<file path="config.mk">
export PLATFORM = sky130hd
export DESIGN_NAME = two_class_age_ordered_queue
export DESIGN_NICKNAME = d
export VERILOG_FILES = /design/src/hw/rtl/aoq_pkg.sv /design/src/hw/rtl/aoq_class_queue.sv /design/src/hw/rtl/two_class_age_ordered_queue.sv
export SDC_FILE = /design/constraint.sdc
export NUM_CORES = 2
export LEC_CHECK = 0
export BUFFER_PORTS_ARGS = -buffer_cell sky130_fd_sc_hd__buf_2
export CAP_MARGIN = 20
export CELL_PAD_IN_SITES_DETAIL_PLACEMENT = 1
export CELL_PAD_IN_SITES_GLOBAL_PLACEMENT = 1
export CORE_ASPECT_RATIO = 1.75
export CORE_MARGIN = 2
export CORE_UTILIZATION = 56
export DETAILED_ROUTE_END_ITERATION = 6
export HOLD_SLACK_MARGIN = 0.05
export PLACE_DENSITY = 0.79
export SYNTH_ARGS = -nofsm -noshare
export SYNTH_HDL_FRONTEND = slang
export SYNTH_HIERARCHICAL = 1
export SYNTH_SLANG_ARGS = --single-unit
</file>
<file path="constraint.sdc">
create_clock -name aclk -period 5 [get_ports aclk]
set_input_delay 1 -clock aclk [delete_from_list [all_inputs] [get_ports aclk]]
set_output_delay 1 -clock aclk [all_outputs]
set_load 0.01 [all_outputs]
</file>
<file path="src/hw/rtl/aoq_pkg.sv">
// Shared codes and types for the two-class age-ordered queue.
package aoq_pkg;

    // Sideband widths on the stream ports.
    localparam int S_TUSER_W = 3;
    localparam int M_TUSER_W = 1;

    // Command codes carried in the input word.
    localparam logic CMD_ENQ = 1'b0;
    localparam logic CMD_DEQ = 1'b1;

    // Dequeue target codes.
    localparam logic [1:0] PICK_OLDEST = 2'd0;
    localparam logic [1:0] PICK_A      = 2'd1;
    localparam logic [1:0] PICK_B      = 2'd2;
    localparam logic [1:0] PICK_NONE   = 2'd3;

    // Result status codes.
    localparam logic STAT_DEQ  = 1'b0;
    localparam logic STAT_DROP = 1'b1;

    // Command sequencer states.
    typedef enum logic [1:0] {
        ST_IDLE = 2'b01,
        ST_EVAL = 2'b10
    } seq_state_t;

    // Occupancy flags of one class queue.
    typedef struct packed {
        logic empty;
        logic full;
    } q_status_t;

endpackage

</file>
<file path="src/hw/rtl/aoq_class_queue.sv">
// One class queue: stamp and value memory with head, tail and fill count.
module aoq_class_queue #(
    parameter int QUEUE_DEPTH = 16,
    parameter int VALUE_WIDTH = 32,
    parameter int STAMP_WIDTH = 16
) (
    input  logic                   aclk,
    input  logic                   aresetn,
    input  logic                   push,
    input  logic [STAMP_WIDTH-1:0] push_stamp,
    input  logic [VALUE_WIDTH-1:0] push_value,
    input  logic                   pop,
    output logic [STAMP_WIDTH-1:0] head_stamp,
    output logic [VALUE_WIDTH-1:0] head_value,
    output aoq_pkg::q_status_t     status
);
    import aoq_pkg::*;

    localparam int PTR_W   = $clog2(QUEUE_DEPTH);
    localparam int CNT_W   = $clog2(QUEUE_DEPTH + 1);
    localparam int ENTRY_W = STAMP_WIDTH + VALUE_WIDTH;

    logic [ENTRY_W-1:0] store_mem [QUEUE_DEPTH];
    logic [ENTRY_W-1:0] rd_data_reg;
    logic [PTR_W-1:0]   head_reg, head_next;
    logic [PTR_W-1:0]   tail_reg, tail_next;
    logic [CNT_W-1:0]   count_reg, count_next;

    // Entry write at the tail on push and registered read at the head, every cycle.
    always_ff @(posedge aclk) begin
        if (push) begin
            store_mem[tail_reg] <= {push_stamp, push_value};
        end
        rd_data_reg <= store_mem[head_reg];
    end

    assign head_stamp = rd_data_reg[ENTRY_W-1:VALUE_WIDTH];
    assign head_value = rd_data_reg[VALUE_WIDTH-1:0];

    assign status.empty = (count_reg == '0);
    assign status.full  = (count_reg == CNT_W'(QUEUE_DEPTH));

    // Pointer wrap at the queue depth, which need not be a power of two.
    always_comb begin
        head_next  = head_reg;
        tail_next  = tail_reg;
        count_next = count_reg;
        if (push) begin
            tail_next = (tail_reg == PTR_W'(QUEUE_DEPTH - 1)) ? '0 : tail_reg + 1'b1;
        end
        if (pop) begin
            head_next = (head_reg == PTR_W'(QUEUE_DEPTH - 1)) ? '0 : head_reg + 1'b1;
        end
        if (push && !pop) begin
            count_next = count_reg + 1'b1;
        end else if (pop && !push) begin
            count_next = count_reg - 1'b1;
        end
    end

    always_ff @(posedge aclk) begin
        if (!aresetn) begin
            head_reg  <= '0;
            tail_reg  <= '0;
            count_reg <= '0;
        end else begin
            head_reg  <= head_next;
            tail_reg  <= tail_next;
            count_reg <= count_next;
        end
    end

endmodule

</file>
<file path="src/hw/rtl/two_class_age_ordered_queue.sv">
// Top level: two class queues sharing an arrival stamp, with oldest-first or per-class dequeue.
// An accepted enqueue that fits gives no word; one per cycle is sustained while no dequeue or drop evaluates.
// A dequeue or a dropped enqueue moves the sequencer to its evaluate state, with the input not ready:
// its word is loaded into the output register from there, later while the output word is stalled.
// Synchronous active-low reset clears pointers, counts, stamp and output valid;
// the entry memories are not cleared.
module two_class_age_ordered_queue #(
    parameter int QUEUE_DEPTH = 16,
    parameter int VALUE_WIDTH = 32,
    parameter int STAMP_WIDTH = 16,
    localparam int TDATA_WIDTH = ((VALUE_WIDTH + 7) / 8) * 8
) (
    input  logic                             aclk,
    input  logic                             aresetn,
    input  logic                             s_tvalid,
    output logic                             s_tready,
    input  logic [TDATA_WIDTH-1:0]           s_tdata,  // item_value
    input  logic [aoq_pkg::S_TUSER_W-1:0]    s_tuser,  // cmd, pick[1:0]
    output logic                             m_tvalid,
    input  logic                             m_tready,
    output logic [TDATA_WIDTH-1:0]           m_tdata,  // out_value
    output logic [aoq_pkg::M_TUSER_W-1:0]    m_tuser   // status
);
    import aoq_pkg::*;

    seq_state_t               state_reg, state_next;
    logic                     drop_reg;
    logic [1:0]               pick_reg;
    logic [STAMP_WIDTH-1:0]   stamp_reg;
    logic                     m_tvalid_reg;
    logic [TDATA_WIDTH-1:0]   m_tdata_reg;
    logic [M_TUSER_W-1:0]     m_tuser_reg;

    logic                     s_accept;
    logic                     in_cmd;
    logic [1:0]               in_pick;
    logic [VALUE_WIDTH-1:0]   in_value;
    logic                     in_neg;
    logic                     push_a, push_b, drop_in, deq_in;
    logic                     pop_a, pop_b;
    logic [STAMP_WIDTH-1:0]   a_stamp, b_stamp, stamp_diff;
    logic [VALUE_WIDTH-1:0]   a_value, b_value;
    q_status_t                a_st, b_st;
    logic                     older_b, take_a, take_b;
    logic                     need_out, out_free, finish, out_load;

    // Input word decode.
    assign s_accept = s_tvalid && s_tready;
    assign in_cmd   = s_tuser[0];
    assign in_pick  = s_tuser[2:1];
    assign in_value = s_tdata[VALUE_WIDTH-1:0];
    assign in_neg   = in_value[VALUE_WIDTH-1];

    assign push_a  = s_accept && (in_cmd == CMD_ENQ) && !in_neg && !a_st.full;
    assign push_b  = s_accept && (in_cmd == CMD_ENQ) && in_neg && !b_st.full;
    assign drop_in = s_accept && (in_cmd == CMD_ENQ) && (in_neg ? b_st.full : a_st.full);
    assign deq_in  = s_accept && (in_cmd == CMD_DEQ);

    aoq_class_queue #(
        .QUEUE_DEPTH (QUEUE_DEPTH),
        .VALUE_WIDTH (VALUE_WIDTH),
        .STAMP_WIDTH (STAMP_WIDTH)
    ) u_queue_a (
        .aclk       (aclk),
        .aresetn    (aresetn),
        .push       (push_a),
        .push_stamp (stamp_reg),
        .push_value (in_value),
        .pop        (pop_a),
        .head_stamp (a_stamp),
        .head_value (a_value),
        .status     (a_st)
    );

    aoq_class_queue #(
        .QUEUE_DEPTH (QUEUE_DEPTH),
        .VALUE_WIDTH (VALUE_WIDTH),
        .STAMP_WIDTH (STAMP_WIDTH)
    ) u_queue_b (
        .aclk       (aclk),
        .aresetn    (aresetn),
        .push       (push_b),
        .push_stamp (stamp_reg),
        .push_value (in_value),
        .pop        (pop_b),
        .head_stamp (b_stamp),
        .head_value (b_value),
        .status     (b_st)
    );

    // Class B is older when the modular stamp difference is positive and nonzero.
    assign stamp_diff = a_stamp - b_stamp;
    assign older_b    = (stamp_diff != '0) && !stamp_diff[STAMP_WIDTH-1];

    // Dequeue target selection from the latched pick.
    always_comb begin
        take_a = 1'b0;
        take_b = 1'b0;
        if (!drop_reg) begin
            case (pick_reg)
                PICK_OLDEST: begin
                    take_a = !a_st.empty && (b_st.empty || !older_b);
                    take_b = !b_st.empty && (a_st.empty || older_b);
                end
                PICK_A:  take_a = !a_st.empty;
                PICK_B:  take_b = !b_st.empty;
                default: begin
                    take_a = 1'b0;
                    take_b = 1'b0;
                end
            endcase
        end
    end

    // The evaluate step waits only if it has a word and the output is still full.
    assign need_out = drop_reg || take_a || take_b;
    assign out_free = !m_tvalid_reg || m_tready;
    assign finish   = (state_reg == ST_EVAL) && (!need_out || out_free);
    assign out_load = finish && need_out;
    assign pop_a    = finish && take_a;
    assign pop_b    = finish && take_b;

    assign s_tready = (state_reg == ST_IDLE);

    // Sequencer: enqueues that fit finish at once, everything else evaluates.
    always_comb begin
        state_next = state_reg;
        unique case (state_reg)
            ST_IDLE: begin
                if (deq_in || drop_in) begin
                    state_next = ST_EVAL;
                end
            end
            ST_EVAL: begin
                if (finish) begin
                    state_next = ST_IDLE;
                end
            end
            default: state_next = ST_IDLE;
        endcase
    end

    always_ff @(posedge aclk) begin
        if (!aresetn) begin
            state_reg <= ST_IDLE;
            drop_reg  <= 1'b0;
            stamp_reg <= '0;
        end else begin
            state_reg <= state_next;
            if (s_accept) begin
                drop_reg <= drop_in;
            end
            if (push_a || push_b) begin
                stamp_reg <= stamp_reg + 1'b1;
            end
        end
    end

    always_ff @(posedge aclk) begin
        if (s_accept) begin
            pick_reg <= in_pick;
        end
    end

    // Output register.
    always_ff @(posedge aclk) begin
        if (!aresetn) begin
            m_tvalid_reg <= 1'b0;
        end else if (out_load) begin
            m_tvalid_reg <= 1'b1;
        end else if (m_tready) begin
            m_tvalid_reg <= 1'b0;
        end
    end

    always_ff @(posedge aclk) begin
        if (out_load) begin
            if (drop_reg) begin
                m_tdata_reg <= '0;
                m_tuser_reg <= STAT_DROP;
            end else begin
                m_tdata_reg <= TDATA_WIDTH'(take_a ? a_value : b_value);
                m_tuser_reg <= STAT_DEQ;
            end
        end
    end

    assign m_tvalid = m_tvalid_reg;
    assign m_tdata  = m_tdata_reg;
    assign m_tuser  = m_tuser_reg;

endmodule

</file>
; ---- After elaboration in Yosys (flattened, before gate mapping)
; Memory sizes are Yosys's and may differ from the RTL's. A register that Yosys moved wholly into a read port is not among the register bits.
; Cells that the tools add are included.
[totals]
memories = 2
word_cells = 110
register_bits = 81
ramBits = 1536
out_inout_bits = 35
in_bits = 39
[op_classes]
n_addsub = 10
reduce_logical = 48
eq_ne = 12
n_bitwise = 1
muxes = 24
[mem_list]
columns = memory, depth, word_bits, read_ports, rd_ports_with_merged_regs, write_ports, line
row1 = u_queue_a.store_mem, 16, 48, 1, 1, 1, aoq_class_queue.sv:23  ; logic [ENTRY_W-1:0] store_mem [QUEUE_DEPTH];
row2 = u_queue_b.store_mem, 16, 48, 1, 1, 1, aoq_class_queue.sv:23
[ops]
columns = operator, n
row1 = 2-to-1 mux 32 bit, 1
row2 = 2-to-1 mux 5 bit, 4
row3 = logical AND 1 bit, 19
row4 = adder 16 x 1 -> 16 bit (second input constant), 1
row5 = adder 4 x 1 -> 4 bit (second input constant), 4
row6 = == test 4 bit (second input constant), 4
row7 = 2-to-1 mux 4 bit, 4
row8 = nonzero test 16 bit, 1
row9 = subtractor 16 bit, 1
row10 = zero test 1 bit, 13
row11 = adder 5 x 1 -> 5 bit (second input constant), 2
row12 = == test 5 bit (second input constant), 2
row13 = zero test 5 bit, 2
row14 = 2-to-1 mux 1 bit, 10
row15 = subtractor 5 x 1 -> 5 bit (second input constant), 2
row16 = logical OR 1 bit, 8
row17 = nonzero test 2 bit, 3
row18 = == test 2 x 1 -> 1 bit (second input constant), 2
row19 = == test 2 bit (second input constant), 2
row20 = 2-to-1 mux 2 bit, 2
row21 = one-hot mux 1 bit (2 select lines), 2
row22 = one-hot mux 2 bit (2 select lines), 1
row23 = zero test 2 bit, 1
row24 = != test 2 x 1 -> 1 bit (second input constant), 1
row25 = other kinds (3), 3

; ---- Logic depth before layout (Yosys ltp)
[depth]
depth_word = 17
mapped_depth = 21
mapped_depth_nobuf = 20

; ---- Modules after synthesis
; Netlist, hierarchy kept.
[modules_own_cells]
columns = module, instances, area_per_inst_um2, seq_area_each_um2, cells_each
row1 = aoq_class_queue (u_queue_a), 1, 30510.5, 24283.3, 1327
row2 = aoq_class_queue (u_queue_b), 1, 30505.5, 24283.3, 1327
row3 = two_class_age_ordered_queue, 1, 3671.0, 1451.4, 366

; ---- Worst setup path before layout
; OpenSTA, ideal clock, no wires.
[synth_timing]
path_kind = register to register
startpoint = register u_queue_a.rd_data_reg[32] (read register of u_queue_a.store_mem)
endpoint = register u_queue_a.count_reg[4]
required_time_ns = 4.928
setup_slack_ns = 1.025
arrival_ns = 3.903
synth_period_minus_slack_ns = 3.975
path_buffers = 1
path_stages_with_launch = 21
setup_ns = 0.072
path_cell_list = dfxtp_1 inv_1 ha_1 fa_1 nand2b_1 a21oi_1 a31oi_1 a41o_1 a2111oi_2 o2111a_1 o41a_1 buf_6 and3_1 inv_1 ha_1 inv_1 ha_1 a21oi_1 a211oi_1 a31oi_1 mux2i_1
[synth_via]
elab_chain_cells = 17
word_cells_on_any_way = 24
cone_classes = add/sub (1) / mux (5) / reduce/logical (18)
[synth_lines]
columns = item, line
row1 = from (decl), aoq_class_queue.sv:24  ; logic [ENTRY_W-1:0] rd_data_reg;
row2 = subtractor 16 bit *, two_class_age_ordered_queue.sv:92  ; assign stamp_diff = a_stamp - b_stamp;
row3 = nonzero test 16 bit / zero test 1 bit (equally long branches), two_class_age_ordered_queue.sv:93  ; assign older_b = (stamp_diff != '0) && !stamp_diff[STAMP_WIDTH-1];
row4 = logical AND 1 bit *, two_class_age_ordered_queue.sv:93
row5 = zero test 1 bit, two_class_age_ordered_queue.sv:102  ; take_a = !a_st.empty && (b_st.empty || !older_b);
row6 = logical OR 1 bit, two_class_age_ordered_queue.sv:102
row7 = logical AND 1 bit, two_class_age_ordered_queue.sv:102
row8 = one-hot mux 1 bit (2 select lines), two_class_age_ordered_queue.sv:100  ; case (pick_reg)
row9 = 2-to-1 mux 1 bit, two_class_age_ordered_queue.sv:99  ; if (!drop_reg) begin
row10 = logical OR 1 bit (2 in series), two_class_age_ordered_queue.sv:116  ; assign need_out = drop_reg || take_a || take_b;
row11 = zero test 1 bit, two_class_age_ordered_queue.sv:118  ; assign finish = (state_reg == ST_EVAL) && (!need_out || out_free);
row12 = logical OR 1 bit, two_class_age_ordered_queue.sv:118
row13 = logical AND 1 bit, two_class_age_ordered_queue.sv:118
row14 = logical AND 1 bit *, two_class_age_ordered_queue.sv:120  ; assign pop_a = finish && take_a;
row15 = via pop_a, two_class_age_ordered_queue.sv:40  ; logic pop_a, pop_b;
row16 = zero test 1 bit, aoq_class_queue.sv:54  ; if (push && !pop) begin
row17 = logical AND 1 bit, aoq_class_queue.sv:54
row18 = 2-to-1 mux 5 bit / nonzero test 2 bit (equally long branches), n/a
row19 = to (signal assigned), aoq_class_queue.sv:69  ; count_reg <= count_next;
row20 = to (decl), aoq_class_queue.sv:27  ; logic [CNT_W-1:0] count_reg, count_next;
; The timed path passes the listed nets; every way through them passes the cells marked *.
; A chain may end at the register's enable or synchronous reset.

; ---- Worst setup path after layout
; Same ends and word-level chain as after synthesis.

==> metrics.txt <==
cell taking the most area after synthesis edfxtp_1; Most used DFF post-synth edfxtp_1; top cells by count, synth 1571 x edfxtp_1, 384 x mux4_2, 193 x a22oi_1, 142 x dfxtp_1, 126 x nand2_1; outcome completed; Netlist Area Pre-Place ~65000 sq um; Bufs on Longest Clock Path 3; post-DP HPWL 93000 microns; Clock Latency Late Sink slightly below 0.8 ns; 1st-iter DRT viols around 3400; top-area cell type share of the netlist area ~73%; max-cap viol count 0; worst-case reg-to-reg path depth 19; multi-input logic area ~14000 sq um; Pre-antenna DRT Iters 5; gp weighted congestion 0.832; Net Switching roughly 5.5 mW; drt via density between 6 and 7; Worst R2R Setup Slack roughly 0.21 ns; Final Instance Area just over 70000 sq um; clock skew 0.0251 ns; CP required roughly 5.7 ns; sw frac between 10% and 20%; TritonCTS clock tree done; final hold vios 0; Mapped Nets 3096; vias in the first global route between 30000 and 40000; Avg WL per Cell approximately 36 microns; Synth cell types a little under 60; Die H 454 microns; Comb power frac under 10%; actual slew at the worst max-slew pin 1.21 ns; WL final about 170000 microns; die width about 260 microns; Placed Area about 67000 sq um; R2R Path End u_queue_a/count_reg[4]; Syn Area/Cell ~21 sq um; number of I/O port buffers between 70 and 80; post-layout min period 4.79 ns; Setup violations, final 0; Critical-path top delay cell fa_1; ys async rst share 0%; total track usage between 20 and 30%; Post-Syn Instances 3020; gr ovfl total 0; # fillers 9161; Tightest Hold Check Type input pin to flop; Peak VDD IR about 460 uV; Post-synth EDFFs between 1500 and 2000; reg2reg start u_queue_a/rd_data_reg[32]; Top Registers u_queue_a/store_mem: 768 flops, u_queue_b/store_mem: 768 flops; initial antenna violation count 7; clock root buffer clkbuf_16; Clock Pin Slew Worst Setup and Hold Paths approximately 0.070 ns; Num CTS Buffers 145; Seq/Total Area, Yosys 77.3%; Starting Density between 50% and 60%; proportion of power drawn by the clock network a little over two fifths; flops & latches, synth approximately 1700; Post-DRT Antenna Nets 0; CP Class flop to flop; Final Slew Violations 0; Register Area about 50000 sq um; drt drc 0; CP Max Fanout 5; synth top area cells edfxtp_1 73%, mux4_2 13%, dfxtp_1 4.4%; Area Overhead vs Synth 11.8%; first-pass GRT wire length 248000 microns; leakage about 22 nW; Post-CTS Setup Bufs 0; Max stage delay on crit path about 0.43 ns; yosys warns 6; relative slew slack 19.6%; Internal Power 22.3 mW; num ports 74; top-count cell post-synth edfxtp_1; Data arrival, critical path between 5 and 6 ns; Final Core Density around 63%; unrepaired setup endpoints after global routing no; Worst Hold End pick_reg[0]; HP Start s_tuser[1]; Flop pwr share 56.4%; share of cells above drive strength 1 between 20 and 25%; post-layout net count ~3200; power per cell area roughly 380 nW/um^2; Post-CTS Hold Buffers 0; final setup TNS 0 ns; worst-path cell chain inv_1, ha_1, fa_1, nand2b_1, a21oi_1, a31oi_1, a41o_1, a2111oi_2, o2111a_1, o41a_2, and3_1, inv_1, ha_1, inv_1, ha_1, a21oi_1, a211oi_1, a31oi_1, mux2i_1; Die ar. around 120000 sq um; core area roughly 110000 sq um; H-tree level count 4; startpoint type of the worst setup path flop; Crit. End Element flop; largest net degree at the start of global routing 84; # rows ~170; hold path depth 1; Final Cycle Share 95.8%; post-CTS sizing 0; clock tree sinks about 1700; vias post-DR 32500; maximum clock rate 209 MHz
==> critical path, delay by kind of cell, from the launching register on <==
family / cells / cell delay, ns
buf+inv: 3 / 0.33
flops: 1 / 0.35
simple gates: 2 / 0.47
compound gates: 9 / 2.19
fa+ha+maj: 4 / 1.17
mux: 1 / 0.20
==> metrics by stage <==
step / hold slack (ns) / setup WS (ns) / cells / total power [mW]
6_report: 0.399 / 0.212 / 4799 / 27.8
3_5_place_dp: 0.470 / 0.325 / 4515 / 16.5
4_1_cts: 0.358 / 0.309 / 4781 / 27.9
3_3_place_gp: 0.474 / 0.722 / 4514 / 16.5
5_1_grt: 0.375 / 0.0995 / 4799 / 28.4
2_1_floorplan: 0.451 / 1.03 / 3020 / 16.3
==> power groups by stage <==
stage	Combinational, mW	Sequential [mW]	Clock, mW
detailed placement	0.530	16.0	0
finish	0.543	15.7	11.6
global placement	0.480	16.0	0
CTS	0.534	15.7	11.7
global route	0.585	15.7	12.1
floorplan	0.286	16.0	0
==> cells by family (layout without fill, tap and decap cells) <==
| kind of cell | Yosys count | count (layout) | synth area share [%] |
|---|---|---|---|
| AO/OA/AOI/OAI | 277 | 277 | 3.14 |
| XOR/XNOR | 29 | 29 | 0.393 |
| adder cells (fa/ha/maj) | 37 | 37 | 0.750 |
| buffers and inverters | 186 | 458 | 1.60 |
| flip-flops | 1713 | 1713 | 77.3 |
| multiplexers | 427 | 427 | 14.0 |
| other | 0 | 4 | 0 |
| AND/OR/NAND/NOR | 351 | 351 | 2.76 |
==> placed cells by master, fill, tap and decap left out, types with 12 or more instances in the layout <==
cell / instances
nor2_1: 37
clkbuf_16: 154
ha_1: 34
o21ai_0: 12
a21oi_1: 22
mux4_2: 384
a22oi_1: 193
nand2_1: 126
nand3_1: 13
edfxtp_1: 1571
clkinv_1: 19
and3_1: 12
clkbuf_8: 17
mux2i_1: 42
xnor2_1: 18
buf_4: 41
clkinv_2: 26
buf_16: 13
buf_12: 29
and2_1: 12
nand2b_1: 73
clkbuf_1: 25
inv_1: 34
buf_2: 73
dfxtp_1: 136
and2_4: 32
==> worst max-delay path by stage <==
stage | cells after the start | endpoint | start
2_1_floorplan | 20 | u_queue_a/count_reg[4] | u_queue_a/rd_data_reg[32]
3_3_place_gp | 19 | u_queue_b/count_reg[4] | u_queue_a/rd_data_reg[32]
3_5_place_dp | 19 | u_queue_b/count_reg[4] | u_queue_a/rd_data_reg[32]
4_1_cts | 19 | u_queue_a/count_reg[4] | u_queue_a/rd_data_reg[32]
5_1_grt | 19 | u_queue_b/count_reg[4] | u_queue_a/rd_data_reg[32]
6_report | 19 | u_queue_a/count_reg[4] | u_queue_a/rd_data_reg[32]
==> layer usage <==
metal	GRT usage [%]	routed length [microns]	share of wire, %
met5	0	26	0.015
met2	50.7	91500	53
met4	16.0	8370	4.8
met3	5.15	13800	8.0
met1	36.9	59900	35
==> layout make-up <==
| cell class | instances | area share (%) |
|---|---|---|
| Tap cell | 1503 | 2.60 |
| Multi-Input combinational cell | 1121 | 19.1 |
| Inverter | 34 | 0.177 |
| Antenna cell | 4 | 0.0138 |
| Sequential cell | 1713 | 69.2 |
| Timing Repair Buffer | 158 | 2.27 |
| Clock inverter | 70 | 0.891 |
| Clock buffer | 196 | 5.78 |
Power figures use the tool's default switching activity.
